File: src/rtl/core/rlce_pkg.sv
`default_nettype none
package rlce_pkg;

    localparam int NUM_LEDS     = 8;
    localparam int PALETTE_SIZE = 17;
    localparam int LED_W        = 3;
    localparam int LEVEL_W      = 16;
    localparam int PAL_W        = 10;
    localparam int DRIVE_W      = 12;
    localparam int DIM_W        = 8;

    localparam logic [2:0] MODE_RGB     = 3'd0;
    localparam logic [2:0] MODE_PALETTE = 3'd1;
    localparam logic [2:0] MODE_FADE    = 3'd2;
    localparam logic [2:0] MODE_BANK    = 3'd3;
    localparam logic [2:0] MODE_REFRESH = 3'd4;
    localparam logic [2:0] MODE_SHOW    = 3'd5;
    localparam logic [2:0] MODE_GAIN    = 3'd6;

    localparam logic REG_DIM  = 1'b0;
    localparam logic REG_SWAP = 1'b1;

    // Commands from the controller to the datapath.
    typedef struct packed {
        logic load_in;
        logic write_color;
        logic fade_step;
        logic write_gain;
        logic emit_pick;
        logic mul;
        logic clamp;
        logic div_step;
        logic load_out;
    } rlce_cmd_t;

    // Status from the datapath to the controller.
    typedef struct packed {
        logic [2:0] mode;
        logic       op_ok;
        logic       any_changed;
        logic       fade_last;
        logic       div_done;
        logic       out_free;
    } rlce_sts_t;

    // Fixed palette ROM; entries past the table read as zero.
    function automatic logic [PAL_W-1:0] pal_level(input logic [4:0] idx,
                                                   input logic [1:0] ch);
        logic [3*PAL_W-1:0] row;
        row = '0;
        case (idx)
            5'd1:  row = {10'd930,  10'd950, 10'd900};
            5'd2:  row = {10'd1000, 10'd0,   10'd0};
            5'd3:  row = {10'd1000, 10'd200, 10'd0};
            5'd4:  row = {10'd700,  10'd650, 10'd0};
            5'd5:  row = {10'd0,    10'd600, 10'd60};
            5'd6:  row = {10'd0,    10'd560, 10'd1000};
            5'd7:  row = {10'd0,    10'd0,   10'd1000};
            5'd8:  row = {10'd1000, 10'd0,   10'd1000};
            5'd9:  row = {10'd410,  10'd0,   10'd1000};
            5'd10: row = {10'd150,  10'd150, 10'd200};
            5'd11: row = {10'd0,    10'd280, 10'd150};
            5'd12: row = {10'd550,  10'd700, 10'd0};
            5'd13: row = {10'd200,  10'd800, 10'd1000};
            5'd14: row = {10'd100,  10'd100, 10'd100};
            5'd15: row = {10'd50,   10'd0,   10'd0};
            5'd16: row = {10'd150,  10'd0,   10'd0};
            default: row = '0;
        endcase
        case (ch)
            2'd0:    pal_level = row[3*PAL_W-1:2*PAL_W];
            2'd1:    pal_level = row[2*PAL_W-1:PAL_W];
            2'd2:    pal_level = row[PAL_W-1:0];
            default: pal_level = '0;
        endcase
    endfunction

endpackage
`default_nettype wire

File: src/rtl/core/rlce_ctrl.sv
`default_nettype none
module rlce_ctrl (
    input  wire logic               aclk,
    input  wire logic               aresetn,
    input  wire logic               s_valid,
    output logic                    s_ready,
    input  wire rlce_pkg::rlce_sts_t sts,
    output rlce_pkg::rlce_cmd_t     cmd
);
    import rlce_pkg::*;

    typedef enum logic [3:0] {
        S_IDLE, S_EXEC, S_FADE, S_SCAN, S_EMIT, S_MUL, S_CLAMP, S_DIV, S_OUT
    } state_t;

    state_t state_reg, state_next;

    assign s_ready = (state_reg == S_IDLE);

    always_comb begin
        state_next = state_reg;
        cmd        = '0;
        case (state_reg)
            S_IDLE: begin
                if (s_valid) begin
                    cmd.load_in = 1'b1;
                    state_next  = S_EXEC;
                end
            end
            S_EXEC: begin
                state_next = S_IDLE;
                if (sts.mode == MODE_REFRESH) begin
                    state_next = S_SCAN;
                end else if (sts.op_ok) begin
                    case (sts.mode)
                        MODE_RGB, MODE_PALETTE, MODE_BANK: cmd.write_color = 1'b1;
                        MODE_FADE:                         state_next = S_FADE;
                        MODE_SHOW:                         state_next = S_EMIT;
                        MODE_GAIN:                         cmd.write_gain = 1'b1;
                        default:                           state_next = S_IDLE;
                    endcase
                end
            end
            S_FADE: begin
                cmd.fade_step = 1'b1;
                if (sts.fade_last) begin
                    state_next = S_IDLE;
                end
            end
            S_SCAN: begin
                state_next = sts.any_changed ? S_EMIT : S_IDLE;
            end
            S_EMIT: begin
                cmd.emit_pick = 1'b1;
                state_next    = S_MUL;
            end
            S_MUL: begin
                cmd.mul    = 1'b1;
                state_next = S_CLAMP;
            end
            S_CLAMP: begin
                cmd.clamp  = 1'b1;
                state_next = S_DIV;
            end
            S_DIV: begin
                if (sts.div_done) begin
                    state_next = S_OUT;
                end else begin
                    cmd.div_step = 1'b1;
                end
            end
            S_OUT: begin
                if (sts.out_free) begin
                    cmd.load_out = 1'b1;
                    state_next   = (sts.mode == MODE_REFRESH) ? S_SCAN : S_IDLE;
                end
            end
            default: state_next = S_IDLE;
        endcase
    end

    always_ff @(posedge aclk) begin
        if (!aresetn) begin
            state_reg <= S_IDLE;
        end else begin
            state_reg <= state_next;
        end
    end

endmodule
`default_nettype wire

File: config.mk
export PLATFORM = sky130hd
export DESIGN_NAME = rlce_ctrl
export DESIGN_NICKNAME = d
export VERILOG_FILES = /design/src/rtl/core/rlce_pkg.sv /design/src/rtl/core/rlce_ctrl.sv
export SDC_FILE = /design/constraint.sdc
export NUM_CORES = 1
export LEC_CHECK = 0
export BUFFER_PORTS_ARGS = -buffer_cell sky130_fd_sc_hd__clkbuf_2
export CORE_AREA = 2 2 39 41
export CTS_CLUSTER_DIAMETER = 120
export DETAILED_ROUTE_END_ITERATION = 7
export DIE_AREA = 0 0 41 43
export PLACE_DENSITY = 0.64
export SYNTH_ARGS = -nofsm -noshare
export SYNTH_HDL_FRONTEND = slang
export SYNTH_SLANG_ARGS = --single-unit
File: constraint.sdc
create_clock -name aclk -period 1.5 [get_ports aclk]
set_input_delay 0 -clock aclk [delete_from_list [all_inputs] [get_ports aclk]]
set_output_delay 0 -clock aclk [all_outputs]
set_load 0.005 [all_outputs]
==> results of run 1 <==
## synth_stat cells, drive strengths merged
library cell / number / share of area
buf: 5 / 0.096
nand2: 5 / 0.048
nor3: 5 / 0.068
dfxtp: 4 / 0.18
nand2b: 4 / 0.056
nor2b: 4 / 0.056
o21ai: 4 / 0.045
and2: 3 / 0.042
nand3: 3 / 0.034
nor2: 3 / 0.042
nor3b: 3 / 0.051
a21oi: 2 / 0.023
nand4: 2 / 0.028
o32ai: 2 / 0.039
a211o: 1 / 0.020
a32oi: 1 / 0.020
and2b: 1 / 0.017
and3: 1 / 0.017
inv: 1 / 0.0084
mux2: 1 / 0.025
nand4b: 1 / 0.020
nor4: 1 / 0.028
o211a: 1 / 0.023
or3: 1 / 0.014
## kinds of logic after synthesis
kind of cell | synth area share
mux | 0.0254
flops | 0.180
compound gates | 0.169
simple gates | 0.521
buf+inv | 0.104
## worst max-delay path by stage
| stage | start | endpoint |
|---|---|---|
| global placement | state_reg[0] | state_reg[2] |
| CTS | state_reg[1] | cmd[6] |
| finish | state_reg[2] | cmd[8] |
| detailed placement | state_reg[0] | state_reg[2] |
| floorplan | state_reg[1] | state_reg[2] |
| global route | state_reg[2] | cmd[8] |
## final cells by class
| cell class | count | share of cell area |
|---|---|---|
| Clock buffer | 3 | 0.0394 |
| Inverter | 1 | 0.00656 |
| Multi-Input combinational cell | 49 | 0.556 |
| Sequential cell | 4 | 0.149 |
| Tap cell | 16 | 0.0350 |
| Timing Repair Buffer | 23 | 0.214 |
## routing by layer
metal	GRT usage	share of wire	vias up
met5	0	0	-
met4	0.0800	0	0
met3	0.0471	0.064	0
met2	0.213	0.47	19
met1	0.173	0.46	227
li1	-	-	255
## worst reg2reg max path, stage by stage (launching register included)
cell      delay, ns
dfxtp_1        0.55
nand2b_1       0.17
mux2_2         0.29
o211a_1        0.12
o21ai_1        0.11
## through the flow
| step | area (sq um) | cells | power, mW |
|---|---|---|---|
| floorplan | 444 | 59 | 0.176 |
| global placement | 544 | 93 | 0.205 |
| detailed placement | 544 | 93 | 0.206 |
| CTS | 568 | 96 | 0.342 |
| global route | 572 | 96 | 0.361 |
| finish | 572 | 96 | 0.334 |
## timing repair
item,4_1_cts,5_1_grt
endpoints found under the setup margin,1,2
resized for setup,1,2
hold buffers,0,0
## power groups by stage
stage	logic, mW	clock network, mW	registers [mW]
floorplan	0.0624	0	0.114
global placement	0.0785	0	0.126
finish	0.0787	0.130	0.125
global route	0.0893	0.145	0.127
detailed placement	0.0793	0	0.126
CTS	0.0795	0.137	0.126
==> summary.md, run 1 <==
| Metric | Value |
|---|---|
| Status | `complete, no violations` |
| DRT Wirelength | `approximately 1000 um` |
| Count of final setup violators | `0` |
| Pre-Repair DR Iteration Count | `4` |
| CP top delay family | `simple AND/OR/NAND/NOR gates` |
| Final worst slack | `0.121 ns` |
| Die span in x | `about 41 um` |
| Syn_area_per_cell | `roughly 7.5 sq um` |
| Hold wc startpoint | `aresetn` |
| Worst hold path type | `primary input to flop` |
| Largest net degree at the start of global routing | `14` |
| Slowest-stage cell, CP | `dfxtp_1` |
| Max_cap viols | `0` |
| Final GP Congestion | `between 0.7 and 0.8` |
| Root Driver | `clkbuf_4` |
| Leakage | `roughly 0.25 nW` |
| Diode count | `0` |
| Routed Antenna Nets | `0` |
| Min cycle time layout | `approximately 1.4 ns` |
| Worst reg2reg path depth | `4` |
| Setup TNS | `0 ns` |
| WHS | `between 0.02 and 0.025 ns` |
| TritonCTS clock tree | `done` |
| Syn nets | `70` |
| Layout Area Growth over Synthesis | `28.7%` |
| Peak Freq | `725 MHz` |
| Remaining DRCs | `0` |
| # nets final | `93` |
| Setup CP Type | `flop to output pin` |
| Multi-input logic area | `~320 sq um` |
| Final Hold Viols | `0` |
| Core ar. | `between 1000 and 1500 sq um` |
| Unrepaired setup endpoints after global routing | `false` |
| Mapped Area | `around 440 sq um` |
| Final Max Slew Viols | `0` |
| Worst Max-Slew Pin Slew | `0.397 ns` |
| Initial DRC Count | `8` |
| Dpl ws | `~0.068 ns` |
| Global-route wire length before repair | `approximately 1700 um` |
| Distinct cells, synth | `30` |
| Worst-path maximum fanout | `9` |
| FP Rows | `14` |
| WHS Endpoint | `state_reg[2]` |
| P_sw | `0.0904 mW` |
| Io pins | `21` |
| Pwr Density | `between 500 and 600 nW/um^2` |
| Switching Share | `0.271` |
| Capturing element type of the critical path | `output pin` |
| Register area | `about 85 sq um` |
| Worst EP arrival | `about 1.4 ns` |
| Via count | `501` |
| Synth Instances | `59` |
| Final core utilization | `0.413` |
| Die height | `about 43 um` |
| Reg2reg end | `state_reg[1]` |
| GRT overflow | `0` |
| PortBufs | `20` |
| Most frequent cells in the layout | `clkbuf_2, nor3_1, nand2b_1, nor2b_1, nand2_1` |
| Post-CTS setup buffer count | `0` |
| Synthesis warning total | `0` |
| CP cell instances | `buf_4, nor4_2, and2_1, clkbuf_2` |
| Crit-path max cell delay | `0.41 ns` |
| Int Pwr | `roughly 0.24 mW` |
| Cts bufs inserted | `3` |
| Max reg flops | `4` |
| Worst R2R Start | `state_reg[2]` |
| Fillers | `roughly 160` |
| Startpoint Class | `flop` |
| Gate power share | `0.236` |
| Hold depth | `2` |
| Die area | `roughly 1800 sq um` |
| Peak supply drop | `around 0.25 mV` |
| Share of cells above drive strength 1 | `0.425` |
| Gr usage total | `0.143` |
| Commonest non-fill, non-tap cell in the layout | `clkbuf_2` |
| Buf/Inv on CP | `2` |
| Final worst-path cycle share | `0.919` |
| Number of synthesized register bits | `4` |
| Skew final | `about 0.00031 ns` |
| Worst EP required | `1.50 ns` |
| CTS clock-pin slew for the worst setup and hold paths | `approximately 0.040 ns` |
| Sequential share of the synthesized area | `0.180` |
| Sequential Power Share | `0.376` |
| H-Tree Depth | `1` |
| R2R setup slack | `~0.19 ns` |
| Vias per cell | `5.22` |
| Vias in the first global route | `a little over 400` |
| DR WL/cell | `approximately 11 um` |
| Slew margin rel. | `0.735` |
| Clock Sinks | `4` |
| Final HPWL DP | `roughly 800 um` |
| Initial antenna violation count | `0` |
| Clock power share | `0.389` |
| Critical path depth in cells | `4` |
| Starting Density | `0.321` |
| Worst skew pair latency | `approximately 0.23 ns` |
| Longest Clk Path Bufs | `2` |
No activity file was read; power rests on OpenSTA's default activity.
==> run 2, diff against run 1 <==
==> constraint.sdc (replaced) <==
create_clock -name aclk -period 1.5 [get_ports aclk]
set_input_delay 0.3 -clock aclk [delete_from_list [all_inputs] [get_ports aclk]]
set_output_delay 0.3 -clock aclk [all_outputs]
set_load 0.005 [all_outputs]
==> summary.md, run 2 (synthesis results as in run 1) <==
| Metric | Value |
|---|---|
| Clock power share | `0.365` |
| Largest net degree at the start of global routing | `17` |
| Final worst slack | `0.0234 ns` |
| Pwr Density | `532 nW/um^2` |
| Worst EP required | `about 1.2 ns` |
| Global-route wire length before repair | `~1700 um` |
| Final worst-path cycle share | `0.984` |
| Final Max Slew Viols | `0` |
| FP Rows | `14` |
| Pre-Repair DR Iteration Count | `4` |
| Vias per cell | `around 5.1` |
| Setup CP Type | `flop to output pin` |
| # nets final | `slightly below 100` |
| Max_cap viols | `0` |
| Layout Area Growth over Synthesis | `49.6%` |
| Post-Layout Inst Area | `around 660 sq um` |
| Worst hold path type | `primary input to flop` |
| Status | `complete, no violations` |
| Peak Freq | `about 680 MHz` |
| Fillers | `approximately 140` |
| Worst-path maximum fanout | `16` |
| Remaining DRCs | `0` |
| Commonest non-fill, non-tap cell in the layout | `clkbuf_2` |
| TritonCTS clock tree | `done` |
| Core ar. | `approximately 1400 sq um` |
| Initial DRC Count | `4` |
| Cts bufs inserted | `3` |
| P_sw | `about 0.097 mW` |
| Count of final setup violators | `0` |
| Clock Sinks | `4` |
| Root Driver | `clkbuf_4` |
| Starting Density | `0.321` |
| Slew margin rel. | `0.815` |
| Final HPWL DP | `755 um` |
| Switching Share | `0.274` |
| Placed Instances | `between 90 and 100` |
| Int Pwr | `~0.26 mW` |
| Final Hold Viols | `0` |
| H-Tree Depth | `1` |
| Via count | `roughly 510` |
| Routed Antenna Nets | `0` |
| Max reg flops | `4` |
| DRT Wirelength | `1110 um` |
| Longest Clk Path Bufs | `2` |
| Sequential Power Share | `0.324` |
| Peak supply drop | `0.302 mV` |
| GRT overflow | `0` |
| Final GP Congestion | `around 0.77` |
| Worst EP arrival | `1.18 ns` |
| Setup TNS | `0 ns` |
| CTS clock-pin slew for the worst setup and hold paths | `roughly 0.04 ns` |
| Gr usage total | `0.142` |
| Leakage | `about 0.30 nW` |
| Share of cells above drive strength 1 | `0.541` |
| Vias in the first global route | `around 450` |
| PortBufs | `20` |
| Worst Max-Slew Pin Slew | `~0.28 ns` |
| DR WL/cell | `between 10 and 15 um` |
| Placed inst area | `about 550 sq um` |
| Die area | `~1800 sq um` |
| Capturing element type of the critical path | `output pin` |
| Die height | `between 40 and 50 um` |
| Gate power share | `0.311` |
| Startpoint Class | `flop` |
| Unrepaired setup endpoints after global routing | `true` |
| Io pins | `21` |
| Fin cells | `about 100` |
| Initial antenna violation count | `0` |
| Diode count | `0` |
| Dpl ws | `between 0.05 and 0.06 ns` |
| Min cycle time layout | `1.48 ns` |
| Most frequent cells in the layout | `clkbuf_2, buf_4, nand2_1` |
| Skew final | `roughly 0.0018 ns` |
| Worst skew pair latency | `approximately 0.23 ns` |
| Die span in x | `between 40 and 50 um` |
| Post-CTS Hold Buffers | `0` |
-- run 2: cell count changes in the layout (fill, tap and decap cells not counted), sizes merged --
| cell | delta |
|---|---|
| clkbuf | -3 |
| buf | +8 |
-- run 2: worst paths after layout --
kind / slack (ns) / depth (start not counted) / from / to
max: 0.02 / 4 / state_reg[0] / cmd[8]
min: 0.31 / 2 / aresetn / state_reg[2]
max reg2reg: 0.16 / 6 / state_reg[2] / state_reg[1]
min reg2reg: 0.62 / 3 / state_reg[1] / state_reg[0]
-- run 2: power by group through the flow --
stage                     registers [mW]  logic, mW  clock network [mW]
after floorplan                    0.114     0.0624                   0
after global placement             0.119     0.0931                   0
after detailed placement           0.119     0.0938                   0
after CTS                          0.115      0.105               0.134
after global routing               0.115      0.122               0.138
final                              0.115      0.110               0.129
-- run 2: repair_timing --
item / in CTS / in global routing
buffers inserted: 4 / 2
resized for setup: 8 / 9
pin swaps: 3 / 2
setup endpoints to repair: 9 / 6
-- run 2: routing by layer --
layer	wire length, um	up-vias	track usage
li1	-	269	-
met1	499	227	0.168
met2	548	15	0.231
met3	66	0	0.0314
met4	0	0	0.0600
met5	0	-	0
-- run 2: critical path, stage by stage (launching register included) --
cell and delay (ns):
dfxtp_2 0.32, buf_12 0.15, nor4_4 0.22, and2_1 0.16, buf_2 0.10
-- run 2: area by class of cell --
cell class,count,area (sq um),area share
Tap cell,16,20.0,0.0301
Sequential cell,4,88.8,0.134
Multi-Input combinational cell,49,357,0.537
Clock buffer,3,22.5,0.0339
Inverter,1,3.75,0.00565
Timing Repair Buffer,28,173,0.260
-- run 2: through the flow --
stage / hold WS [ns] / util / power, mW
2_1_floorplan: 0.422 / - / 0.176
3_3_place_gp: 0.555 / 0.397 / 0.212
3_5_place_dp: 0.551 / 0.397 / 0.213
4_1_cts: 0.311 / 0.453 / 0.354
5_1_grt: 0.348 / 0.480 / 0.376
6_report: 0.313 / 0.480 / 0.354
==> run 3, diff against run 2 <==
==> constraint.sdc (replaced) <==
create_clock -name aclk -period 1.5 [get_ports aclk]
set_input_delay 0.225 -clock aclk [delete_from_list [all_inputs] [get_ports aclk]]
set_output_delay 0.225 -clock aclk [all_outputs]
set_load 0.005 [all_outputs]
==> summary.md, run 3 (synthesis results as in run 1) <==
| Metric | Value |
|---|---|
| Status | `complete, no violations` |
| Count of final setup violators | `0` |
| Hold wc startpoint | `aresetn` |
| Worst hold path type | `primary input to flop` |
| DR WL/cell | `roughly 11 um` |
| Share of cells above drive strength 1 | `0.463` |
| Skew final | `approximately 0.0075 ns` |
| Die height | `43 um` |
| Starting Density | `0.321` |
| Longest Clk Path Bufs | `2` |
| Layout Area Growth over Synthesis | `37.7%` |
| DRT Wirelength | `1100 um` |
| Initial antenna violation count | `0` |
| Remaining DRCs | `0` |
| PortBufs | `20` |
| R2R setup slack | `roughly 0.20 ns` |
| Fillers | `around 160` |
| Worst skew pair latency | `between 0.2 and 0.25 ns` |
| Top sig layer | `met3` |
| Vias in the first global route | `438` |
| Met3 layer wire length in the routed design | `between 60 and 70 um` |
| Worst EP required | `approximately 1.3 ns` |
| Min cycle time layout | `1.42 ns` |
| Slowest-stage cell, CP | `dfxtp_4` |
| Routed Antenna Nets | `0` |
| Die area | `about 1800 sq um` |
| Global-route wire length before repair | `1810 um` |
| Gr usage total | `0.147` |
| Reg2reg end | `state_reg[2]` |
| Capturing element type of the critical path | `output pin` |
| Setup TNS | `0 ns` |
| Setup CP Type | `flop to output pin` |
| Peak supply drop | `around 0.48 mV` |
| Worst-path maximum fanout | `10` |
| Final HPWL DP | `790 um` |
| H-Tree Depth | `1` |
| Design Power | `between 0.3 and 0.4 mW` |
| Clock Sinks | `4` |
| Vias per cell | `4.90` |
| CTS clock-pin slew for the worst setup and hold paths | `about 0.04 ns` |
| Final Max Slew Viols | `0` |
| Leakage | `0.272 nW` |
| Final worst slack | `about 0.078 ns` |
| Via count | `480` |
| Met2 routed WL | `526 um` |
| Critical path launch point | `state_reg[2]` |
| Worst R2R Start | `state_reg[2]` |
| Unrepaired setup endpoints after global routing | `true` |
| Diode count | `0` |
| Wl on met1 | `about 500 um` |
| Peak Freq | `around 700 MHz` |
| Root Driver | `clkbuf_4` |
| Startpoint Class | `flop` |
| FP Rows | `14` |
| WHS Endpoint | `state_reg[2]` |
| Crit-path max cell delay | `0.39 ns` |
| Die span in x | `41 um` |
| Final GP Congestion | `around 0.76` |
| Largest net degree at the start of global routing | `17` |
| Max_cap viols | `0` |
| Post-CTS Hold Buffers | `0` |
| GRT overflow | `0` |
| Cts bufs inserted | `3` |
| Initial DRC Count | `3` |
| Pre-Repair DR Iteration Count | `2` |
| Hold depth | `2` |
| # nets final | `95` |
| CP cell instances | `nor2_4, nand4_1, nor3b_2, buf_2` |
| TritonCTS clock tree | `done` |
| Worst EP arrival | `between 1 and 1.5 ns` |
| Final worst-path cycle share | `0.948` |
| Pwr Density | `approximately 570 nW/um^2` |
| Commonest non-fill, non-tap cell in the layout | `clkbuf_2` |
| Core ar. | `between 1000 and 1500 sq um` |
| Final Hold Viols | `0` |
| Worst Max-Slew Pin Slew | `~0.26 ns` |
| Slew margin rel. | `0.823` |
| Io pins | `21` |
| Dpl ws | `approximately 0.092 ns` |
| Max reg flops | `4` |
| Worst reg2reg path depth | `5` |
## run 3: changes by cell type in the layout (fill, tap and decap cells not counted), sizes merged
cell | previous run | this run
buf | 11 | 6
clkbuf | 20 | 22
## run 3: where the power goes
group	switching (mW)	internal, mW
logic	0.0495	0.0495
clock network	0.0460	0.0896
registers	0.00532	0.108
total	0.101	0.247
## run 3: worst max-delay path: cells and delay by family, from the launching register on
family                 cells  cell delay, ns
buffers and inverters      1            0.12
AND/OR/NAND/NOR            3            0.45
flip-flops                 1            0.39
## run 3: worst max path at each step
stage	to	slack (ns)	depth (start not counted)
final	cmd[5]	0.08	4
after global routing	cmd[6]	-0.02	3
after CTS	cmd[5]	0.01	4
after detailed placement	cmd[6]	0.09	3
after global placement	cmd[6]	0.14	3
after floorplan	cmd[8]	0.26	4
## run 3: routing by layer
metal,GRT usage,vias up
met1,0.189,202
met2,0.228,17
met5,0,-
met3,0.0471,0
met4,0.0400,0
li1,-,261
## run 3: area by class of cell
class,instances,area (sq um),area share
Clock buffer,3,22.5,0.0368
Sequential cell,4,87.6,0.143
Inverter,1,3.75,0.00613
Timing Repair Buffer,25,141,0.231
Multi-Input combinational cell,49,337,0.550
Tap cell,16,20.0,0.0327
## run 3: through the flow
| stage | hold WS [ns] | std cells | instance area, sq um | util |
|---|---|---|---|---|
| floorplan | 0.347 | 59 | 444 | - |
| global placement | 0.483 | 92 | 537 | 0.388 |
| detailed placement | 0.478 | 92 | 537 | 0.388 |
| CTS | 0.227 | 95 | 573 | 0.414 |
| global route | 0.249 | 98 | 612 | 0.442 |
| finish | 0.233 | 98 | 612 | 0.442 |
## run 3: timing repair
action,in CTS,in global routing
buffers inserted,0,3
pin swaps,0,5
gates resized for setup,4,5
endpoints found under the setup margin,6,6
